File: src/rtl/lpht_pkg.sv
// ----------------------------------------------------------------------------
// lpht_pkg
// Types and constants shared by the linear probing hash table modules.
// ----------------------------------------------------------------------------
package lpht_pkg;

  // Width of the table size register, and the largest slot count it can name.
  localparam int CFG_W      = 5;
  localparam int SLOT_LIMIT = (1 << CFG_W) - 1;
  localparam logic [CFG_W-1:0] TABLE_SIZE_RESET = 5'd10;

  // The hash keeps 28 bits: the top nibble is folded back in at every byte.
  localparam int HASH_W  = 28;
  localparam int VALUE_W = 32;
  localparam int LEN_W   = 4;

  typedef enum logic [2:0] {
    ST_INSERTED = 3'd0,
    ST_UPDATED  = 3'd1,
    ST_FULL     = 3'd2,
    ST_HIT      = 3'd3,
    ST_MISS     = 3'd4
  } status_t;

  typedef enum logic {
    CMD_SET = 1'b0,
    CMD_GET = 1'b1
  } cmd_t;

  typedef struct packed {
    logic               cmd;
    logic [63:0]        key_bytes;
    logic [LEN_W-1:0]   key_len;
    logic signed [31:0] value;
  } req_t;

  typedef struct packed {
    status_t            status;
    logic signed [31:0] read_value;
  } rsp_t;

  typedef enum logic [2:0] {
    S_IDLE,
    S_HASH,
    S_MOD,
    S_START,
    S_PROBE,
    S_CMP,
    S_DONE
  } state_t;

  typedef enum logic [2:0] {
    UNIT_HOLD,
    UNIT_CLEAR,
    UNIT_HASH,
    UNIT_MOD_INIT,
    UNIT_MOD
  } unit_op_t;

  typedef struct packed {
    unit_op_t    op;
    logic [7:0]  data;
  } unit_ctrl_t;

endpackage

File: src/rtl/lpht_ram.sv
// ----------------------------------------------------------------------------
// lpht_ram
// Generic single-write, single-read RAM with a registered read port.
// ----------------------------------------------------------------------------
module lpht_ram #(
  parameter int WIDTH = 8,
  parameter int DEPTH = 16
) (
  input  logic                     clk,
  input  logic                     we,
  input  logic [$clog2(DEPTH)-1:0] waddr,
  input  logic [WIDTH-1:0]         wdata,
  input  logic [$clog2(DEPTH)-1:0] raddr,
  output logic [WIDTH-1:0]         rdata
);

  logic [WIDTH-1:0] mem [DEPTH];

  always_ff @(posedge clk) begin
    if (we) begin
      mem[waddr] <= wdata;
    end
    rdata <= mem[raddr];
  end

endmodule

File: src/rtl/lpht_hash_unit.sv
// ----------------------------------------------------------------------------
// lpht_hash_unit
// Shared shift-xor unit: one key byte per hash step, then one bit per step of
// a restoring remainder to reduce the hash modulo the active slot count.
// ----------------------------------------------------------------------------
module lpht_hash_unit
  import lpht_pkg::*;
(
  input  logic             clk,
  input  unit_ctrl_t       ctrl,
  input  logic [CFG_W-1:0] n_slots,
  output logic [CFG_W-1:0] slot
);

  logic [HASH_W-1:0] h;
  logic [CFG_W-1:0]  r;
  logic [31:0]       sum;
  logic [3:0]        top;
  logic [HASH_W-1:0] h_step;
  logic [CFG_W:0]    r_shift;
  logic [CFG_W:0]    r_sub;

  always_comb begin
    sum     = {h, 4'b0000} + {24'd0, ctrl.data};
    top     = sum[31:28];
    // The top nibble is cleared and folded back in at bits 7:4.
    h_step  = sum[HASH_W-1:0] ^ {{(HASH_W-8){1'b0}}, top, 4'b0000};
    r_shift = {r, h[HASH_W-1]};
    r_sub   = (r_shift >= {1'b0, n_slots}) ? (r_shift - {1'b0, n_slots}) : r_shift;
  end

  always_ff @(posedge clk) begin
    case (ctrl.op)
      UNIT_CLEAR: begin
        h <= '0;
      end
      UNIT_HASH: begin
        h <= h_step;
      end
      UNIT_MOD_INIT: begin
        r <= '0;
      end
      UNIT_MOD: begin
        r <= r_sub[CFG_W-1:0];
        h <= {h[HASH_W-2:0], 1'b0};
      end
      default: begin
      end
    endcase
  end

  assign slot = r;

endmodule

File: src/rtl/linear_probing_hash_table.sv
// ----------------------------------------------------------------------------
// linear_probing_hash_table
// Open-addressing key/value table with linear probing, set and get requests.
// ----------------------------------------------------------------------------
//   Channel   Direction  Handshake             Payload
//   req       in         req_valid/req_stall   cmd, key_bytes, key_len, value
//   rsp       out        rsp_valid/rsp_stall   status, read_value
//   config    in         wr_en                 wr_data (table size)
//
// A request makes one hash step per byte of the clamped key length L and 28
// remainder steps in the shared hash unit, then a read and compare of the
// entry RAM for each of the P slots probed.
// One request is in flight at a time; req_stall is low only when idle.
// Reset marks every slot empty at once; entry contents are not cleared.
// A finished response waits in the output register while rsp_stall is high.
// ----------------------------------------------------------------------------
module linear_probing_hash_table
  import lpht_pkg::*;
#(
  parameter int MAX_SLOTS = 16,
  parameter int KEY_BYTES = 8
) (
  input  logic             clk,
  input  logic             rst,
  input  logic             req_valid,
  output logic             req_stall,
  input  req_t             req,
  output logic             rsp_valid,
  input  logic             rsp_stall,
  output rsp_t             rsp,
  input  logic             wr_en,
  input  logic [CFG_W-1:0] wr_data
);

  // The size register cannot name more than SLOT_LIMIT slots.
  localparam int DEPTH   = (MAX_SLOTS < SLOT_LIMIT) ? MAX_SLOTS : SLOT_LIMIT;
  localparam int IDX_W   = $clog2(DEPTH);
  localparam int KEY_W   = 8 * KEY_BYTES;
  localparam int ENTRY_W = KEY_W + LEN_W + VALUE_W;

  state_t           state, state_next;
  logic [CFG_W-1:0] table_size;
  logic [CFG_W-1:0] n_slots;
  logic [DEPTH-1:0] used;

  logic             cmd_r;
  logic [KEY_W-1:0] key_r;
  logic [KEY_W-1:0] key_sh;
  logic [LEN_W-1:0] len_r;
  logic [31:0]      val_r;
  logic [CFG_W-1:0] cnt;
  logic [IDX_W-1:0] idx;
  logic [CFG_W-1:0] probe;
  status_t          res_status;
  logic [31:0]      res_value;

  logic [LEN_W-1:0] len_c;
  logic [KEY_W-1:0] key_m;
  logic             req_acc;

  unit_ctrl_t       unit_ctrl;
  logic [CFG_W-1:0] start_slot;

  logic             ram_we;
  logic [ENTRY_W-1:0] ram_wdata;
  logic [ENTRY_W-1:0] ram_rdata;
  logic [KEY_W-1:0] rd_key;
  logic [LEN_W-1:0] rd_len;
  logic [31:0]      rd_val;
  logic             match;
  logic             slot_free;
  logic             hash_done;
  logic             mod_done;
  logic [CFG_W-1:0] idx_inc;
  logic [IDX_W-1:0] idx_wrap;
  logic [CFG_W-1:0] probe_inc;
  logic             last_probe;
  logic             rsp_free;

  always_comb begin
    if (table_size == '0) begin
      n_slots = CFG_W'(1);
    end else if (table_size > CFG_W'(DEPTH)) begin
      n_slots = CFG_W'(DEPTH);
    end else begin
      n_slots = table_size;
    end
  end

  // Bytes at and above the length take no part in hashing or comparison.
  always_comb begin
    len_c = (req.key_len > LEN_W'(KEY_BYTES)) ? LEN_W'(KEY_BYTES) : req.key_len;
    for (int b = 0; b < KEY_BYTES; b++) begin
      key_m[8*b +: 8] = (LEN_W'(b) < len_c) ? req.key_bytes[8*b +: 8] : 8'h00;
    end
  end

  assign rd_key     = ram_rdata[ENTRY_W-1 -: KEY_W];
  assign rd_len     = ram_rdata[VALUE_W +: LEN_W];
  assign rd_val     = ram_rdata[VALUE_W-1:0];
  assign match      = (rd_len == len_r) && (rd_key == key_r);
  assign slot_free  = !used[idx];
  assign hash_done  = (cnt == CFG_W'(len_r));
  assign mod_done   = (cnt == CFG_W'(HASH_W - 1));
  assign idx_inc    = CFG_W'(idx) + CFG_W'(1);
  assign idx_wrap   = (idx_inc == n_slots) ? '0 : idx_inc[IDX_W-1:0];
  assign probe_inc  = probe + CFG_W'(1);
  assign last_probe = (probe_inc == n_slots);
  assign rsp_free   = !rsp_valid || !rsp_stall;
  assign req_acc    = req_valid && !req_stall;
  assign ram_wdata  = {key_r, len_r, val_r};

  always_comb begin
    state_next = state;
    unique case (state)
      S_IDLE: begin
        if (req_acc) begin
          state_next = S_HASH;
        end
      end
      S_HASH: begin
        if (hash_done) begin
          state_next = S_MOD;
        end
      end
      S_MOD: begin
        if (mod_done) begin
          state_next = S_START;
        end
      end
      S_START: begin
        state_next = S_PROBE;
      end
      S_PROBE: begin
        state_next = slot_free ? S_DONE : S_CMP;
      end
      S_CMP: begin
        if (match || last_probe) begin
          state_next = S_DONE;
        end else begin
          state_next = S_PROBE;
        end
      end
      S_DONE: begin
        if (rsp_free) begin
          state_next = S_IDLE;
        end
      end
      default: begin
        state_next = S_IDLE;
      end
    endcase
  end

  always_comb begin
    req_stall      = 1'b1;
    unit_ctrl.op   = UNIT_HOLD;
    unit_ctrl.data = key_sh[7:0];
    ram_we         = 1'b0;
    unique case (state)
      S_IDLE: begin
        req_stall    = 1'b0;
        unit_ctrl.op = UNIT_CLEAR;
      end
      S_HASH: begin
        unit_ctrl.op = hash_done ? UNIT_MOD_INIT : UNIT_HASH;
      end
      S_MOD: begin
        unit_ctrl.op = UNIT_MOD;
      end
      S_PROBE: begin
        ram_we = slot_free && (cmd_r == CMD_SET);
      end
      S_CMP: begin
        ram_we = match && (cmd_r == CMD_SET);
      end
      default: begin
      end
    endcase
  end

  always_ff @(posedge clk) begin
    if (rst) begin
      state      <= S_IDLE;
      table_size <= TABLE_SIZE_RESET;
      used       <= '0;
      rsp_valid  <= 1'b0;
    end else begin
      state <= state_next;
      if (wr_en) begin
        table_size <= wr_data;
      end
      if (state == S_PROBE && slot_free && cmd_r == CMD_SET) begin
        used[idx] <= 1'b1;
      end
      if (state == S_DONE && rsp_free) begin
        rsp_valid <= 1'b1;
      end else if (rsp_valid && !rsp_stall) begin
        rsp_valid <= 1'b0;
      end
    end
  end

  always_ff @(posedge clk) begin
    case (state)
      S_IDLE: begin
        if (req_acc) begin
          cmd_r  <= req.cmd;
          key_r  <= key_m;
          key_sh <= key_m;
          len_r  <= len_c;
          val_r  <= req.value;
          cnt    <= '0;
        end
      end
      S_HASH: begin
        if (hash_done) begin
          cnt <= '0;
        end else begin
          cnt    <= cnt + CFG_W'(1);
          key_sh <= key_sh >> 8;
        end
      end
      S_MOD: begin
        cnt <= cnt + CFG_W'(1);
      end
      S_START: begin
        idx   <= start_slot[IDX_W-1:0];
        probe <= '0;
      end
      S_PROBE: begin
        if (slot_free) begin
          res_status <= (cmd_r == CMD_SET) ? ST_INSERTED : ST_MISS;
          res_value  <= '0;
        end
      end
      S_CMP: begin
        if (match) begin
          if (cmd_r == CMD_GET) begin
            res_status <= ST_HIT;
            res_value  <= rd_val;
          end else begin
            res_status <= ST_UPDATED;
            res_value  <= '0;
          end
        end else begin
          probe <= probe_inc;
          idx   <= idx_wrap;
          if (last_probe) begin
            res_status <= (cmd_r == CMD_SET) ? ST_FULL : ST_MISS;
            res_value  <= '0;
          end
        end
      end
      S_DONE: begin
        if (rsp_free) begin
          rsp.status     <= res_status;
          rsp.read_value <= res_value;
        end
      end
      default: begin
      end
    endcase
  end

  lpht_hash_unit u_hash (
    .clk     (clk),
    .ctrl    (unit_ctrl),
    .n_slots (n_slots),
    .slot    (start_slot)
  );

  lpht_ram #(
    .WIDTH (ENTRY_W),
    .DEPTH (DEPTH)
  ) u_entries (
    .clk   (clk),
    .we    (ram_we),
    .waddr (idx),
    .wdata (ram_wdata),
    .raddr (idx),
    .rdata (ram_rdata)
  );

endmodule

File: config.mk
export PLATFORM = sky130hd
export DESIGN_NAME = linear_probing_hash_table
export DESIGN_NICKNAME = d
export VERILOG_FILES = /design/src/rtl/lpht_pkg.sv /design/src/rtl/lpht_ram.sv /design/src/rtl/lpht_hash_unit.sv /design/src/rtl/linear_probing_hash_table.sv
export SDC_FILE = /design/constraint.sdc
export NUM_CORES = 2
export LEC_CHECK = 0
export ABC_AREA = 1
export BUFFER_PORTS_ARGS = -buffer_cell sky130_fd_sc_hd__buf_2
export CELL_PAD_IN_SITES_DETAIL_PLACEMENT = 1
export CELL_PAD_IN_SITES_GLOBAL_PLACEMENT = 1
export CORE_AREA = 3 3 591 300
export DETAILED_ROUTE_END_ITERATION = 6
export DIE_AREA = 0 0 594 303
export HOLD_SLACK_MARGIN = 0.08
export MAX_ROUTING_LAYER = met4
export PLACE_DENSITY = 0.66
export SLEW_MARGIN = 20
export SYNTH_ARGS = -nofsm -noshare
export SYNTH_HDL_FRONTEND = slang
export SYNTH_SLANG_ARGS = --single-unit
File: constraint.sdc
create_clock -name clk -period 18.2 [get_ports clk]
set_clock_uncertainty 0.1 [all_clocks]
set_input_delay 2.73 -clock clk [delete_from_list [all_inputs] [get_ports clk]]
set_output_delay 2.73 -clock clk [all_outputs]
set_load 0.05 [all_outputs]
# After elaboration in Yosys (flattened, before gate mapping)

Memories as Yosys holds them, arrays and structs flattened. A register that Yosys moved wholly into a read port is not among the register bits.
Cells that the tools add are included.
Widths: inputs -> output; s select.

Latch bits: 0
Bits in writable memories: 1,600
ROM bits: 0
Memories: 1
Input bits: 111
Flip-flop bits (word level): 307
Logic and storage cells: 150

Memory list:

| name          | words | width | read ports | clocked after Yosys merged registers in | wr ports | line           | source |
|---|---|---|---|---|---|---|---|
| u_entries.mem | 16    | 100   | 1          | 1                                       | 1        | lpht_ram.sv:17 | `logic [WIDTH-1:0] mem [DEPTH];` |

Div/mod/pow operators: 0
$mul: 0
Reductions and logical operators: 30
Shift-type cells: 0
Muxes and demuxes: 56
$lt $le $gt $ge: 13
Add/sub/neg operators: 5
Bitwise logic cells: 3
Equal/unequal tests: 24

Operators by type and width:

| operator            | number |
|---|---|
| $mux 32             | 4 |
| $mux 64             | 2 |
| $pmux 64 s2         | 1 |
| $pmux 28 s3         | 1 |
| $eq 64x64->1        | 1 |
| $mux 8              | 8 |
| $pmux 32 s2         | 1 |
| $add 32x8->32       | 1 |
| $mux 5              | 6 |
| $xor 28x8->28       | 1 |
| $mux 3              | 9 |
| $pmux 3 s7          | 1 |
| $pmux 5 s2          | 2 |
| $lt 3x4->1 const A  | 4 |
| $or 16x16->16       | 1 |
| $pmux 5 s3          | 1 |
| $ne 2x2->1 const B  | 7 |
| $eq 3x2->1 const B  | 4 |
| $eq 3x3->1 const B  | 4 |
| $mux 4              | 3 |
| $add 5x1->5 const B | 2 |
| $eq 5x5->1          | 2 |
| $reduce_bool 2->1   | 5 |
| $logic_and 1x1->1   | 9 |
| other kinds (31)    | 51 |

# Logic depth before layout (Yosys ltp)

Depth after elaboration: 7
Mapped depth: 15
Depth with buffers taken out: 15

# Modules after synthesis

A second synthesis with hierarchy kept.

Cell total of the unflattened synthesis: 8,076
Area, all modules: 85,677.2 sq um

By module, submodules not included:

| module                    | area an instance (sq um) | cells an instance | times used |
|---|---|---|---|
| lpht_ram                  | 71,144.5                 | 6,562             | 1 |
| linear_probing_hash_table | 11,895.2                 | 1,155             | 1 |
| lpht_hash_unit            | 2,637.5                  | 359               | 1 |

# Least setup slack after synthesis

OpenSTA, ideal clock, no wires.

Path kind: reg2reg
Start: register len_r[3]
End: memory u_entries.mem[4][0] in the netlist's numbering, enable pin
Data required time: 17.418 ns
Arrival time: 8.316 ns
Setup slack: 9.102 ns
Buffers on the path: 1
Cell stages (with the launch flop): 12
Path through: edfxtp_1 > xor2_1 > nor2_1 > nand2_1 > nor2_1 > nand2_1 > nor2_2 > nand3_2 > nor2_4 > o21bai_4 > buf_6 > nor3_1

Longest elaborated chain between the ends: 6

RTL lines:

| what                         | line                             | source |
|---|---|---|
| start, declared              | linear_probing_hash_table.sv:49  | `logic [LEN_W-1:0] len_r;` |
| start signal, assigned       | linear_probing_hash_table.sv:211 | `len_r <= len_c;` |
| $eq 4x4->1                   | linear_probing_hash_table.sv:101 | `assign match = (rd_len == len_r) && (rd_key == key_r);` |
| $logic_and 1x1->1            | linear_probing_hash_table.sv:101 |  |
| $logic_and 1x1->1            | linear_probing_hash_table.sv:175 | `ram_we = match && (cmd_r == CMD_SET);` |
| $pmux 1 s2                   | linear_probing_hash_table.sv:160 | `unique case (state)` |
| $mux 1                       | lpht_ram.sv:20                   | `if (we) begin` |
| $mux 1 (implied by the code) | lpht_ram.sv:21                   | `mem[waddr] <= wdata;` |
| end, declared                | lpht_ram.sv:17                   |  |

Every way passes these cells.

# Worst setup path after layout

Start: register key_r[30]
End: memory u_entries.mem[0][74] in the netlist's numbering, enable pin

Longest elaborated chain between the ends: 6

RTL lines:

| what                         | line                             | source |
|---|---|---|
| start, declared              | linear_probing_hash_table.sv:47  | `logic [KEY_W-1:0] key_r;` |
| start signal, assigned       | linear_probing_hash_table.sv:209 | `key_r <= key_m;` |
| $eq 64x64->1                 | linear_probing_hash_table.sv:101 |  |
| $logic_and 1x1->1            | linear_probing_hash_table.sv:101 |  |
| $logic_and 1x1->1            | linear_probing_hash_table.sv:175 |  |
| $pmux 1 s2                   | linear_probing_hash_table.sv:160 |  |
| $mux 1                       | lpht_ram.sv:20                   |  |
| $mux 1 (implied by the code) | lpht_ram.sv:21                   |  |

Every way passes these cells.

==> key figures <==
CTS
  – Num CTS Buffers: 182
  – CTS tree: yes
  – Worst skew pair latency: 0.82 ns
  – Hold Buf Count CTS: 0
  – # Post-CTS Setup Buffers: 0
  – Longest Clk Path Bufs: 4
  – Sink Count: 2,007
  – Clock Pin Slew Worst Setup and Hold Paths: 0.07 ns
  – CTS resizes: 0
  – H-tree level count: 4
  – CTS root buf: clkbuf_16

Floorplanning
  – Core ar.: 0.1726 mm²
  – Chip width: 594 µm
  – Initial Util: 0.4483
  – Ports: 148
  – Die height: 303 µm
  – Die Area: 0.1800 mm²
  – FP Rows: 108

Layout
  – Layout cell share with drive strength beyond 1: 0.08605
  – Fillcell total: 17,370
  – Final Instance Count excl. Fillers: 8,529
  – Final nets: 6,205
  – Storage element area: 0.05902 mm²
  – P&R area growth vs syn: 11.51%
  – Footprint of the multi-input gates: 0.01609 mm²

Timing
  – Crit share post-route: 0.3334
  – Final hold slack: 0.3125 ns
  – Setup violation total in the final timing report: 0
  – Worst-margin pin slew: 1.293 ns
  – Slew Limit Fails: 0
  – Slew headroom: 0.1383
  – Unrepaired setup endpoints after global routing: false
  – Final Hold Viols: 0
  – Tmin final: 6.067 ns
  – Setup_tns: 0 ns
  – Final WS setup: 12.13 ns
  – F_max: 0.1648 GHz

Route
  – Drt first pass iters: 5
  – DRT iter0 DRCs: 5,541
  – WL met3: 18,150 µm
  – Drc violations: 0
  – Met1 wire length: 109,600 µm
  – Top routing layer in use: met4
  – Vias: 49,280
  – Final wirelength: 231,500 µm
  – Routed WL per cell: 27.14 µm
  – Via density: 5.778
  – DR WL met2: 99,070 µm
  – Final ANT Viol Nets: 0

GRT
  – Largest net degree at the start of global routing: 259
  – Initial antenna violation count: 5
  – Total gr overflow: 0
  – Tot GR Track Use: 0.2608
  – Vias in the first global route: 49,630
  – Global-route wire length before repair: 337,700 µm

Power
  – Worst VDD drop: 106.1 µV
  – Leakage: 29.04 nW
  – Clock power share: 0.340
  – Power Density: 129.6 mW/mm²
  – Sequential power share: 0.537
  – Switching Share: 0.2773
  – Total power: 11.18 mW
  – Part of the power in combinational logic: 0.122
  – Int Pwr: 8.080 mW
  – Sw Pwr: 3.101 mW

Synthesis
  – Top_reg_cell synth: edfxtp_1
  – Number of synthesized flops with an enable pin: 1,882
  – Synth Cell Area: 0.07736 mm²
  – #FFs+latches synth: 2,007
  – Post-Synthesis Mean Instance Area: 12.89 µm²
  – Mapped Cells: 6,001
  – Register area share after synthesis: 0.7629
  – Synth unique cells: 46
  – Asr flop ratio synth: 0
  – Warnings, synthesis: 0
  – Synthesized Nets: 6,131

Placement
  – Post-Place Cells: 8,201
  – Detail Placement HPWL: 122,100 µm
  – DP Worst Slack: 12.17 ns
  – RePlAce Congestion: 0.8065
  – IO buf count: 147

Status
  – Status: completed

Setup path
  – Worst-path fanout max: 36
  – Startpoint types: register
  – Worst EP required: 18.53 ns
  – CP Class: reg2reg
  – Critical Path AT: 6.39 ns
  – Critical Path Sink Type: register

Run
  – Number of max-cap violations: 0

Min path
  – Type of the tightest min-delay check: reg2reg
==> kinds of logic (layout without fill, tap and decap cells) <==
| kind of cell | Yosys count | after routing | share of synthesized area |
|---|---|---|---|
| adder cells (fa/ha/maj) | 19 | 19 | 0.003267 |
| flip-flops | 2007 | 2007 | 0.7629 |
| XOR/XNOR | 58 | 58 | 0.006567 |
| AND/OR/NAND/NOR | 1965 | 1965 | 0.1018 |
| AO/OA/AOI/OAI | 1341 | 1341 | 0.09431 |
| other | 0 | 2 | 0 |
| buffers and inverters | 611 | 827 | 0.03112 |
==> power by group through the flow <==
stage	Sequential, mW	Combinational [mW]	Clock, mW
5_1_grt	6.06	1.50	4.06
6_report	6.01	1.37	3.80
3_3_place_gp	6.08	1.32	0
2_1_floorplan	5.95	0.852	0
3_5_place_dp	6.10	1.35	0
4_1_cts	6.00	1.36	3.86
==> synth_stat cells (all sizes together), types with 4 or more instances <==
cell type / instances / area, µm²
nor2: 988 / 3770
nand4: 108 / 675.7
nand3: 43 / 225.2
a31oi: 4 / 25.02
edfxtp: 1882 / 56510
dfxtp: 125 / 2502
ha: 17 / 212.7
xnor2: 33 / 289.0
inv: 269 / 1015
nand2: 786 / 2965
o21ai: 864 / 4339
buf: 69 / 367.8
clkbuf: 273 / 1025
xor2: 25 / 219.0
nor3: 31 / 181.4
a21oi: 53 / 269.0
o22ai: 411 / 2577
==> state kept, by name (all words and copies together) (netlist names), 5 cells and up <==
signal	count
used	16
table_size	5
u_entries.rdata	100
cnt	5
res_value	32
u_hash.slot	5
u_entries.mem	1600
probe	5
u_hash.h	28
key_sh	64
val_r	32
rsp	35
key_r	64
==> layer usage <==
metal  track usage  vias up
met5             -        -
met4       0.05723        0
met3       0.04688      312
met2        0.3677     1829
met1        0.3931    25400
li1              -    21740
==> worst paths after layout <==
kind                  from  slack (ns)  cells past startpoint                    to
max              key_r[30]       12.13                     15  u_entries.mem[0][74]
min          res_value[19]        0.31                      0               rsp[19]
max reg2reg      key_r[30]       12.13                     15  u_entries.mem[0][74]
min reg2reg  res_value[19]        0.31                      0               rsp[19]
==> per-stage QoR <==
step / instance area [µm²] / util
floorplan: 77360 / -
global placement: 80540 / 0.4667
detailed placement: 80550 / 0.4668
CTS: 86260 / 0.4999
global route: 86260 / 0.4999
finish: 86260 / 0.4999
==> cells in the final DEF (no fill, tap or decap), drive strengths merged <==
| master | n |
|---|---|
| o22ai | 411 |
| diode | 2 |
| ha | 17 |
| o31ai | 1 |
| bufinv | 12 |
| xnor2 | 33 |
| nand2 | 786 |
| dfxtp | 125 |
| o21bai | 2 |
| o21ai | 864 |
| o32ai | 2 |
| a21oi | 53 |
| fa | 2 |
| a22oi | 1 |
| nor4 | 3 |
| inv | 269 |
| clkinvlp | 2 |
| a31oi | 4 |
| nand3 | 43 |
| clkbuf | 252 |
| a22o | 2 |
| nor3b | 1 |
| or2 | 2 |
| nor2 | 988 |
| o2111ai | 1 |
| edfxtp | 1882 |
| nor3 | 31 |
| xor2 | 25 |
| nand4 | 108 |
| buf | 232 |
| clkinv | 60 |
| nand3b | 3 |
==> area by class of cell <==
type                       instances  share of cell area
antenna                            2          0.00005802
clock buffer                     252             0.05834
inverter                         269             0.01207
tap                             2310             0.03351
clock inverter                    74            0.007833
timing repair buffer             232             0.01752
sequential                      2007              0.6842
multi-input combinational       3383              0.1865
==> worst max-delay path: stages (launching register included) <==
cell and delay (ns):
edfxtp_1 0.72, nand2_1 0.10, inv_1 0.07, nor2_1 0.04, nor2_1 0.09, nand2_1 0.08
nor2_1 0.63, nand2_1 0.25, nor2_2 0.15, nand3_2 0.24, nor2_4 0.20, o21bai_4 0.21
nor3_4 0.71, buf_4 0.49, buf_4 0.62, buf_4 0.75
Power figures use the tool's default switching activity.
